==> src/hdl/tdpf_pkg.sv <==
package tdpf_pkg;

    localparam int VALUE_BITS_DEF = 32;
    localparam int FACTOR_W       = 31;
    localparam int MAX_RESULTS    = 30;
    localparam int CNT_W          = $clog2(MAX_RESULTS + 1);
    localparam int PC_W           = 4;

    localparam int FIRST_PRIME    = 2;
    localparam int FIRST_ODD      = 3;

    typedef enum logic [3:0] {
        OP_ACCEPT,
        OP_NOP,
        OP_EMIT2,
        OP_INIT_D,
        OP_DIV_START,
        OP_DIV_WAIT,
        OP_EMIT_D,
        OP_ADV_D,
        OP_EMIT_N,
        OP_FLUSH,
        OP_EMIT_BAD
    } op_t;

    typedef enum logic [3:0] {
        C_NEVER,
        C_ALWAYS,
        C_NO_INPUT,
        C_BAD,
        C_ODD_OR_FULL,
        C_FULL_OR_DSQ_GT_N,
        C_REM_NZ,
        C_FULL,
        C_N_LE2_OR_FULL
    } cond_t;

    typedef struct packed {
        op_t             op;
        cond_t           cond;
        logic [PC_W-1:0] target;
    } ctrl_word_t;

    localparam logic [PC_W-1:0] STEP_IDLE      = 4'd0;
    localparam logic [PC_W-1:0] STEP_CHECK     = 4'd1;
    localparam logic [PC_W-1:0] STEP_TWO_TEST  = 4'd2;
    localparam logic [PC_W-1:0] STEP_TWO_EMIT  = 4'd3;
    localparam logic [PC_W-1:0] STEP_INIT_D    = 4'd4;
    localparam logic [PC_W-1:0] STEP_D_TEST    = 4'd5;
    localparam logic [PC_W-1:0] STEP_DIV_START = 4'd6;
    localparam logic [PC_W-1:0] STEP_DIV_WAIT  = 4'd7;
    localparam logic [PC_W-1:0] STEP_EMIT_D    = 4'd8;
    localparam logic [PC_W-1:0] STEP_FULL_TEST = 4'd9;
    localparam logic [PC_W-1:0] STEP_RETRY     = 4'd10;
    localparam logic [PC_W-1:0] STEP_ADV_D     = 4'd11;
    localparam logic [PC_W-1:0] STEP_TAIL      = 4'd12;
    localparam logic [PC_W-1:0] STEP_EMIT_N    = 4'd13;
    localparam logic [PC_W-1:0] STEP_FLUSH     = 4'd14;
    localparam logic [PC_W-1:0] STEP_BAD       = 4'd15;

    function automatic ctrl_word_t cw(op_t op, cond_t cond, logic [PC_W-1:0] target);
        ctrl_word_t w;
        w.op     = op;
        w.cond   = cond;
        w.target = target;
        return w;
    endfunction

    function automatic ctrl_word_t ucode(logic [PC_W-1:0] pc);
        ctrl_word_t w;
        case (pc)
            STEP_IDLE:      w = cw(OP_ACCEPT,    C_NO_INPUT,         STEP_IDLE);
            STEP_CHECK:     w = cw(OP_NOP,       C_BAD,              STEP_BAD);
            STEP_TWO_TEST:  w = cw(OP_NOP,       C_ODD_OR_FULL,      STEP_INIT_D);
            STEP_TWO_EMIT:  w = cw(OP_EMIT2,     C_ALWAYS,           STEP_TWO_TEST);
            STEP_INIT_D:    w = cw(OP_INIT_D,    C_NEVER,            STEP_IDLE);
            STEP_D_TEST:    w = cw(OP_NOP,       C_FULL_OR_DSQ_GT_N, STEP_TAIL);
            STEP_DIV_START: w = cw(OP_DIV_START, C_NEVER,            STEP_IDLE);
            STEP_DIV_WAIT:  w = cw(OP_DIV_WAIT,  C_REM_NZ,           STEP_ADV_D);
            STEP_EMIT_D:    w = cw(OP_EMIT_D,    C_NEVER,            STEP_IDLE);
            STEP_FULL_TEST: w = cw(OP_NOP,       C_FULL,             STEP_TAIL);
            STEP_RETRY:     w = cw(OP_NOP,       C_ALWAYS,           STEP_DIV_START);
            STEP_ADV_D:     w = cw(OP_ADV_D,     C_ALWAYS,           STEP_D_TEST);
            STEP_TAIL:      w = cw(OP_NOP,       C_N_LE2_OR_FULL,    STEP_FLUSH);
            STEP_EMIT_N:    w = cw(OP_EMIT_N,    C_NEVER,            STEP_IDLE);
            STEP_FLUSH:     w = cw(OP_FLUSH,     C_ALWAYS,           STEP_IDLE);
            STEP_BAD:       w = cw(OP_EMIT_BAD,  C_ALWAYS,           STEP_IDLE);
            default:        w = cw(OP_NOP,       C_ALWAYS,           STEP_IDLE);
        endcase
        return w;
    endfunction

endpackage

==> src/hdl/tdpf_in_if.sv <==
interface tdpf_in_if #(
    parameter int VALUE_BITS = tdpf_pkg::VALUE_BITS_DEF
);
    logic                         valid;
    logic                         ready;
    logic signed [VALUE_BITS-1:0] value;

    modport source (output valid, output value, input ready);
    modport sink   (input valid, input value, output ready);
endinterface

==> src/hdl/tdpf_out_if.sv <==
interface tdpf_out_if;
    import tdpf_pkg::*;

    logic                valid;
    logic                ready;
    logic [FACTOR_W-1:0] factor;
    logic                is_last;
    logic                not_possible;

    modport source (output valid, output factor, output is_last, output not_possible,
                    input ready);
    modport sink   (input valid, input factor, input is_last, input not_possible,
                    output ready);
endinterface

==> src/hdl/trial_division_prime_factorizer_unit.sv <==
// Trial-division prime factorizer.
// number (sink): one signed integer per item. result (source): its prime
// factors in ascending order, repeats included, one item per factor; the
// final item of a run has is_last set. An input of 1 or less gives a single
// item with factor 0, is_last 1 and not_possible 1.
// A microcode table steps a small datapath: factors of 2 are shifted out,
// then odd trial divisors are tried through one restoring divider that
// yields quotient and remainder. Worst case at 32 bits is about 23170
// divisors.
// One item is in work at a time; number.ready is high only between runs.
// Each factor waits in a one-entry holding register until the next one is
// known, so is_last can be set; a stalled receiver holds the sequencer at
// the next emit step while the output register keeps its item.
// Reset returns the sequencer to its idle step and empties the output.
module trial_division_prime_factorizer_unit #(
    parameter int VALUE_BITS = tdpf_pkg::VALUE_BITS_DEF
) (
    input  logic              clk,
    input  logic              rst_n,
    tdpf_in_if.sink           number,
    tdpf_out_if.source        result
);
    import tdpf_pkg::*;

    localparam int DW     = (VALUE_BITS + 1) / 2 + 1;
    localparam int DSQ_W  = VALUE_BITS + 1;
    localparam int DCNT_W = $clog2(VALUE_BITS + 1);

    logic [PC_W-1:0]       pc_reg, pc_next;
    logic [VALUE_BITS-1:0] n_reg, n_next;
    logic [DW-1:0]         d_reg, d_next;
    logic [DSQ_W-1:0]      dsq_reg, dsq_next;
    logic [CNT_W-1:0]      count_reg, count_next;
    logic [FACTOR_W-1:0]   pend_reg, pend_next;
    logic                  pend_valid_reg, pend_valid_next;

    logic                  out_valid_reg, out_valid_next;
    logic [FACTOR_W-1:0]   out_factor_reg, out_factor_next;
    logic                  out_last_reg, out_last_next;
    logic                  out_np_reg, out_np_next;

    logic                  div_busy_reg, div_busy_next;
    logic [VALUE_BITS-1:0] div_q_reg, div_q_next;
    logic [DW-1:0]         div_r_reg, div_r_next;
    logic [DCNT_W-1:0]     div_cnt_reg, div_cnt_next;
    logic [DW:0]           div_shift;
    logic                  div_ge;

    ctrl_word_t            ctrl;
    logic                  cond_true;
    logic                  stall;
    logic                  out_free;
    logic                  full;
    logic                  emit_op;
    logic [FACTOR_W-1:0]   emit_val;

    assign ctrl     = ucode(pc_reg);
    assign out_free = !out_valid_reg || result.ready;
    assign full     = (count_reg == CNT_W'(MAX_RESULTS));
    assign emit_op  = (ctrl.op == OP_EMIT2) || (ctrl.op == OP_EMIT_D) || (ctrl.op == OP_EMIT_N);

    assign number.ready        = (ctrl.op == OP_ACCEPT);
    assign result.valid        = out_valid_reg;
    assign result.factor       = out_factor_reg;
    assign result.is_last      = out_last_reg;
    assign result.not_possible = out_np_reg;

    always_comb
    begin
        case (ctrl.cond)
            C_NEVER:            cond_true = 1'b0;
            C_ALWAYS:           cond_true = 1'b1;
            C_NO_INPUT:         cond_true = !number.valid;
            C_BAD:              cond_true = n_reg[VALUE_BITS-1] || (n_reg <= VALUE_BITS'(1));
            C_ODD_OR_FULL:      cond_true = n_reg[0] || full;
            C_FULL_OR_DSQ_GT_N: cond_true = full || (dsq_reg > DSQ_W'(n_reg));
            C_REM_NZ:           cond_true = (div_r_reg != '0);
            C_FULL:             cond_true = full;
            C_N_LE2_OR_FULL:    cond_true = full || (n_reg <= VALUE_BITS'(FIRST_PRIME));
            default:            cond_true = 1'b0;
        endcase
    end

    always_comb
    begin
        case (ctrl.op)
            OP_DIV_WAIT:  stall = div_busy_reg;
            OP_EMIT2:     stall = pend_valid_reg && !out_free;
            OP_EMIT_D:    stall = pend_valid_reg && !out_free;
            OP_EMIT_N:    stall = pend_valid_reg && !out_free;
            OP_FLUSH:     stall = !out_free;
            OP_EMIT_BAD:  stall = !out_free;
            default:      stall = 1'b0;
        endcase
    end

    always_comb
    begin
        case (ctrl.op)
            OP_EMIT2:  emit_val = FACTOR_W'(FIRST_PRIME);
            OP_EMIT_D: emit_val = FACTOR_W'(d_reg);
            default:   emit_val = FACTOR_W'(n_reg);
        endcase
    end

    assign div_shift = {div_r_reg, div_q_reg[VALUE_BITS-1]};
    assign div_ge    = (div_shift >= {1'b0, d_reg});

    always_comb
    begin
        pc_next         = pc_reg;
        n_next          = n_reg;
        d_next          = d_reg;
        dsq_next        = dsq_reg;
        count_next      = count_reg;
        pend_next       = pend_reg;
        pend_valid_next = pend_valid_reg;
        out_valid_next  = out_valid_reg && !result.ready;
        out_factor_next = out_factor_reg;
        out_last_next   = out_last_reg;
        out_np_next     = out_np_reg;
        div_busy_next   = div_busy_reg;
        div_q_next      = div_q_reg;
        div_r_next      = div_r_reg;
        div_cnt_next    = div_cnt_reg;

        if (!stall)
        begin
            pc_next = cond_true ? ctrl.target : pc_reg + PC_W'(1);
        end

        if (div_busy_reg)
        begin
            div_q_next    = {div_q_reg[VALUE_BITS-2:0], div_ge};
            div_r_next    = div_ge ? DW'(div_shift - {1'b0, d_reg}) : div_shift[DW-1:0];
            div_cnt_next  = div_cnt_reg - DCNT_W'(1);
            div_busy_next = (div_cnt_reg != DCNT_W'(1));
        end

        case (ctrl.op)
            OP_ACCEPT:
            begin
                if (number.valid)
                begin
                    n_next          = VALUE_BITS'(unsigned'(number.value));
                    count_next      = '0;
                    pend_valid_next = 1'b0;
                end
            end
            OP_INIT_D:
            begin
                d_next   = DW'(FIRST_ODD);
                dsq_next = DSQ_W'(FIRST_ODD * FIRST_ODD);
            end
            OP_DIV_START:
            begin
                div_q_next    = n_reg;
                div_r_next    = '0;
                div_cnt_next  = DCNT_W'(VALUE_BITS);
                div_busy_next = 1'b1;
            end
            OP_ADV_D:
            begin
                d_next   = d_reg + DW'(2);
                dsq_next = dsq_reg + DSQ_W'({d_reg, 2'b00}) + DSQ_W'(4);
            end
            OP_FLUSH:
            begin
                if (!stall)
                begin
                    out_valid_next  = 1'b1;
                    out_factor_next = pend_reg;
                    out_last_next   = 1'b1;
                    out_np_next     = 1'b0;
                    pend_valid_next = 1'b0;
                end
            end
            OP_EMIT_BAD:
            begin
                if (!stall)
                begin
                    out_valid_next  = 1'b1;
                    out_factor_next = '0;
                    out_last_next   = 1'b1;
                    out_np_next     = 1'b1;
                end
            end
            default:
            begin
            end
        endcase

        if (emit_op && !stall)
        begin
            if (pend_valid_reg)
            begin
                out_valid_next  = 1'b1;
                out_factor_next = pend_reg;
                out_last_next   = 1'b0;
                out_np_next     = 1'b0;
            end
            pend_next       = emit_val;
            pend_valid_next = 1'b1;
            count_next      = count_reg + CNT_W'(1);
            if (ctrl.op == OP_EMIT2)
            begin
                n_next = n_reg >> 1;
            end
            else if (ctrl.op == OP_EMIT_D)
            begin
                n_next = div_q_reg;
            end
        end
    end

    always_ff @(posedge clk or negedge rst_n)
    begin
        if (!rst_n)
        begin
            pc_reg         <= STEP_IDLE;
            count_reg      <= '0;
            pend_valid_reg <= 1'b0;
            out_valid_reg  <= 1'b0;
            div_busy_reg   <= 1'b0;
        end
        else
        begin
            pc_reg         <= pc_next;
            count_reg      <= count_next;
            pend_valid_reg <= pend_valid_next;
            out_valid_reg  <= out_valid_next;
            div_busy_reg   <= div_busy_next;
        end
    end

    always_ff @(posedge clk)
    begin
        n_reg          <= n_next;
        d_reg          <= d_next;
        dsq_reg        <= dsq_next;
        pend_reg       <= pend_next;
        out_factor_reg <= out_factor_next;
        out_last_reg   <= out_last_next;
        out_np_reg     <= out_np_next;
        div_q_reg      <= div_q_next;
        div_r_reg      <= div_r_next;
        div_cnt_reg    <= div_cnt_next;
    end

`ifndef SYNTHESIS
    a_np_is_final: assert property (@(posedge clk) disable iff (!rst_n)
        result.valid && result.not_possible |-> result.is_last && (result.factor == '0))
        else $error("not_possible item is not a lone final item");

    a_div_only_in_wait: assert property (@(posedge clk) disable iff (!rst_n)
        div_busy_reg |-> (pc_reg == STEP_DIV_WAIT))
        else $error("divider busy outside its wait step");

    a_count_bound: assert property (@(posedge clk) disable iff (!rst_n)
        count_reg <= CNT_W'(MAX_RESULTS))
        else $error("result count past limit");

    a_accept_idle: assert property (@(posedge clk) disable iff (!rst_n)
        number.valid && number.ready |=> !pend_valid_reg && (count_reg == '0))
        else $error("item accepted with a run still open");
`endif

endmodule

==> src/flat_wrapper.sv <==
// flat-port wrapper written by rule: the top's interface ports become plain ports
module trial_division_prime_factorizer_unit_flat import tdpf_pkg::*;
#(
    parameter int VALUE_BITS = tdpf_pkg::VALUE_BITS_DEF
)
  (clk, rst_n, number_valid, number_value, number_ready, result_valid, result_factor, result_is_last, result_not_possible, result_ready);
  tdpf_in_if #(.VALUE_BITS(VALUE_BITS)) number_i ();
  tdpf_out_if result_i ();
  input  logic clk;
  input  logic rst_n;
  input wire logic [$bits(number_i.valid)-1:0] number_valid;
  input wire logic [$bits(number_i.value)-1:0] number_value;
  output wire logic [$bits(number_i.ready)-1:0] number_ready;
  output wire logic [$bits(result_i.valid)-1:0] result_valid;
  output wire logic [$bits(result_i.factor)-1:0] result_factor;
  output wire logic [$bits(result_i.is_last)-1:0] result_is_last;
  output wire logic [$bits(result_i.not_possible)-1:0] result_not_possible;
  input wire logic [$bits(result_i.ready)-1:0] result_ready;
  assign number_i.valid = number_valid;
  assign number_i.value = number_value;
  assign number_ready = number_i.ready;
  assign result_valid = result_i.valid;
  assign result_factor = result_i.factor;
  assign result_is_last = result_i.is_last;
  assign result_not_possible = result_i.not_possible;
  assign result_i.ready = result_ready;
  trial_division_prime_factorizer_unit #(.VALUE_BITS(VALUE_BITS)) u_core (.clk(clk), .rst_n(rst_n), .number(number_i), .result(result_i));
endmodule
==> config.mk <==
export PLATFORM = sky130hd
export DESIGN_NAME = trial_division_prime_factorizer_unit_flat
export DESIGN_NICKNAME = d
export VERILOG_FILES = /design/src/hdl/tdpf_pkg.sv /design/src/hdl/tdpf_in_if.sv /design/src/hdl/tdpf_out_if.sv /design/src/hdl/trial_division_prime_factorizer_unit.sv /design/src/flat_wrapper.sv
export SDC_FILE = /design/constraint.sdc
export NUM_CORES = 1
export LEC_CHECK = 0
export BUFFER_PORTS_ARGS = -buffer_cell sky130_fd_sc_hd__buf_4
export CAP_MARGIN = 20
export CORE_ASPECT_RATIO = 0.7
export CORE_MARGIN = 2
export CORE_UTILIZATION = 58
export DETAILED_ROUTE_END_ITERATION = 7
export PLACE_DENSITY = 0.77
export REMOVE_ABC_BUFFERS = 1
export SETUP_SLACK_MARGIN = 0.02
export SYNTH_ARGS = -nofsm -noshare
export SYNTH_HDL_FRONTEND = slang
export SYNTH_SLANG_ARGS = --single-unit
==> constraint.sdc <==
create_clock -name clk -period 4.5 [get_ports clk]
set_clock_uncertainty 0.05 [all_clocks]
set_input_delay 1.35 -clock clk [delete_from_list [all_inputs] [get_ports clk]]
set_output_delay 1.35 -clock clk [all_outputs]
set_load 0.01 [all_outputs]
==> results.ini <==
[floorplanning]
die_h_um = 124
core_region_area_sq_mm = 0.0200
rows = 43
initial_core_util_pct = 59.6
ioPinCount = 71
die_w_um = 175
die_area_sq_mm = 0.0217

[synth]
synth_commonest_cells = nand2_1, edfxtp_1, nor2_1
post-synth-top-count-cell = nand2_1
syn_area_per_cell_sq_um = 9.38
ys.flop_type = edfxtp_1
yosysWarningCount = 0
ys_ff_latch = 209
syn_area_sq_mm = 0.0119
netlist_instances = 1268
synth_area_leaders = edfxtp_1, dfxtp_1, ha_1
yosys.area.top_type_share_pct = 27.5
synth_edf_count = 109
synth.distinct_cells = 72
async_reset_ff_share_pct = 5.74
seq_area_frac_synth_pct = 44.9
synth_top_area_cell = edfxtp_1

[power_and_ir_drop]
power.density_mw_per_mm2 = 286
peakVddDrop_uv = 208
leakage_nw = 5.48

[final_layout]
final_cells = 1618
nets = 1457
fillers = 1567
syn_to_final_growth_pct = 13.5
layout-drive-gt1-share_pct = 11.8

[clocking]
cts_buffers = 22
post_cts.repair.setup_buffers = 0
cts_resized = 0
clk_transition_reported_paths_ps = 60
hold_buffers = 0
cts_tree = yes
htreeDepth = 1
cts-root-buf = clkbuf_16
clk_latency_ps = 520
clock_sinks = 209
clk_path_buf_depth = 3

[critical_path]
regToRegSetupSlack_ps = 600
crit_path_start_kind = flip-flop
cp-startpoint = u_core.pc_reg[1]$_DFFE_PN0P_
worstPathRequired_ps = 3100
end_kind = primary output
worstPathMaxFanout = 7
r2r.worst_path.cells = 10
endpoint = number_ready
reg2reg_to = u_core.dsq_reg[26]$_SDFFCE_PN0P_
critPathArrivalTime_ps = 2890
crit_type = flip-flop to primary output
reg2reg_from = u_core.d_reg[2]$_SDFFCE_PN0P_

[drt]
dr_total_vias = 10307
wl_um = 33000
detail_route.vias_per_cell = 6.37
drc = 0
antenna_left = 0
wl_per_cell_um = 20.4
drt-initial-drc-count = 1334
first_pass_iters = 5

[global_routing]
grt_max_degree = 47
antenna_found_initial = 2
grt_first_pass_wirelength_um = 51800
grt_usage_pct = 30.3
grt_pass1_vias = 9569
overflow = 0

[timing]
hold_violations = 0
fin_hold_ws_ps = 405
drv_slew = 0
setup_slack_ps = 207
timing.final.crit_share_pct = 95.4
worst_pin_slew_ps = 837
max_freq_ghz = 0.233
grt_setup_unrepaired = no
finalSetupViolCount = 0
slew_headroom_pct = 44.0
finalCriticalPeriod_ps = 4290

[hold_path]
hp-class = flip-flop to flip-flop
min_path_cells = 1

[flow_run]
maxCapViolCount = 0

[place]
io_buffers = 70
placed_cells = 1576
place_ws_ps = 670
globalplace.congestion = 0.953
dpl.hpwl_um = 23800

[status]
status = completed

[metrics by stage]
stage | util [%] | area, sq um | total power [mW] | setup TNS, ps
2_1_floorplan | - | 11700 | 2.03 | -17630
3_3_place_gp | 63.9 | 12700 | 2.05 | 0
3_5_place_dp | 63.9 | 12700 | 2.05 | 0
4_1_cts | 67.5 | 13500 | 3.87 | 0
5_1_grt | 67.6 | 13500 | 3.95 | 0
6_report | 67.6 | 13500 | 3.86 | 0
[layout make-up]
type / instances / area [sq um] / share of cell area (%)
Timing Repair Buffer: 97 / 733 / 5.43
Antenna cell: 2 / 5.00 / 0.0371
Clock buffer: 29 / 649 / 4.81
Clock inverter: 10 / 81.3 / 0.603
Sequential cell: 209 / 5340 / 39.5
Inverter: 73 / 274 / 2.03
Tap cell: 270 / 338 / 2.50
Multi-Input combinational cell: 928 / 6080 / 45.1
[power breakdown]
part           switching, mW  total [mW]  internal, mW
clock network          0.771        1.85          1.08
registers                  0        1.99          1.99
logic                0.00754      0.0268        0.0193
total                  0.779        3.86          3.08
[per-layer routing]
layer	vias to the layer above	GRT usage, %	share of wire, %
li1	4841	-	-
met1	4852	45.4	46
met2	556	44.6	41
met3	58	7.20	11
met4	0	6.93	1.9
met5	-	0	0
[worst min path at each step]
| stage | slack [ps] | startpoint | to |
|---|---|---|---|
| after floorplan | 390 | u_core.pend_reg[0]$_DFFE_PP_ | u_core.result.factor[0]$_DFF_P_ |
| after global placement | 390 | u_core.pend_reg[23]$_SDFFCE_PN0P_ | u_core.result.factor[23]$_DFF_P_ |
| after detailed placement | 400 | u_core.pend_reg[28]$_SDFFCE_PN0P_ | u_core.result.factor[28]$_DFF_P_ |
| after CTS | 410 | u_core.pend_reg[28]$_SDFFCE_PN0P_ | u_core.result.factor[28]$_DFF_P_ |
| after global routing | 410 | u_core.pend_reg[28]$_SDFFCE_PN0P_ | u_core.result.factor[28]$_DFF_P_ |
| final | 400 | u_core.pend_reg[28]$_SDFFCE_PN0P_ | u_core.result.factor[28]$_DFF_P_ |
[layout by cell type, fill, tap and decap left out, types with 13 or more instances in the layout]
cell | netlist | routed
a211oi_1 | 25 | 25
xnor2_1 | 29 | 29
nand3_1 | 28 | 28
edfxtp_1 | 109 | 109
nor4_1 | 13 | 13
ha_1 | 88 | 88
buf_4 | 0 | 96
a22o_1 | 31 | 31
a32oi_1 | 33 | 33
mux2i_1 | 19 | 19
inv_1 | 71 | 71
o21ai_0 | 76 | 76
dfxtp_1 | 88 | 88
nor3_1 | 25 | 24
clkbuf_16 | 0 | 24
a21oi_1 | 51 | 51
or3_1 | 20 | 19
nor2_1 | 103 | 101
nand2_1 | 175 | 175
o22ai_1 | 45 | 45
[critical path, stage by stage, from the launching register on]
cell	delay (ps)
dfrtp_1	460
inv_1	160
ha_1	310
mux2_2	330
a221oi_2	510
nand2b_4	100
nor3_1	310
buf_4	190
[kinds of logic after synthesis]
group / share of synthesized area [%]
DFF: 44.9
adders and majority gates: 9.60
muxes: 1.98
xor gates and xnor gates: 2.80
AOI/OAI and AO/OA: 20.1
buffers and inverters: 4.21
and+or+nand+nor: 16.4
No activity file was read; power rests on OpenSTA's default activity.
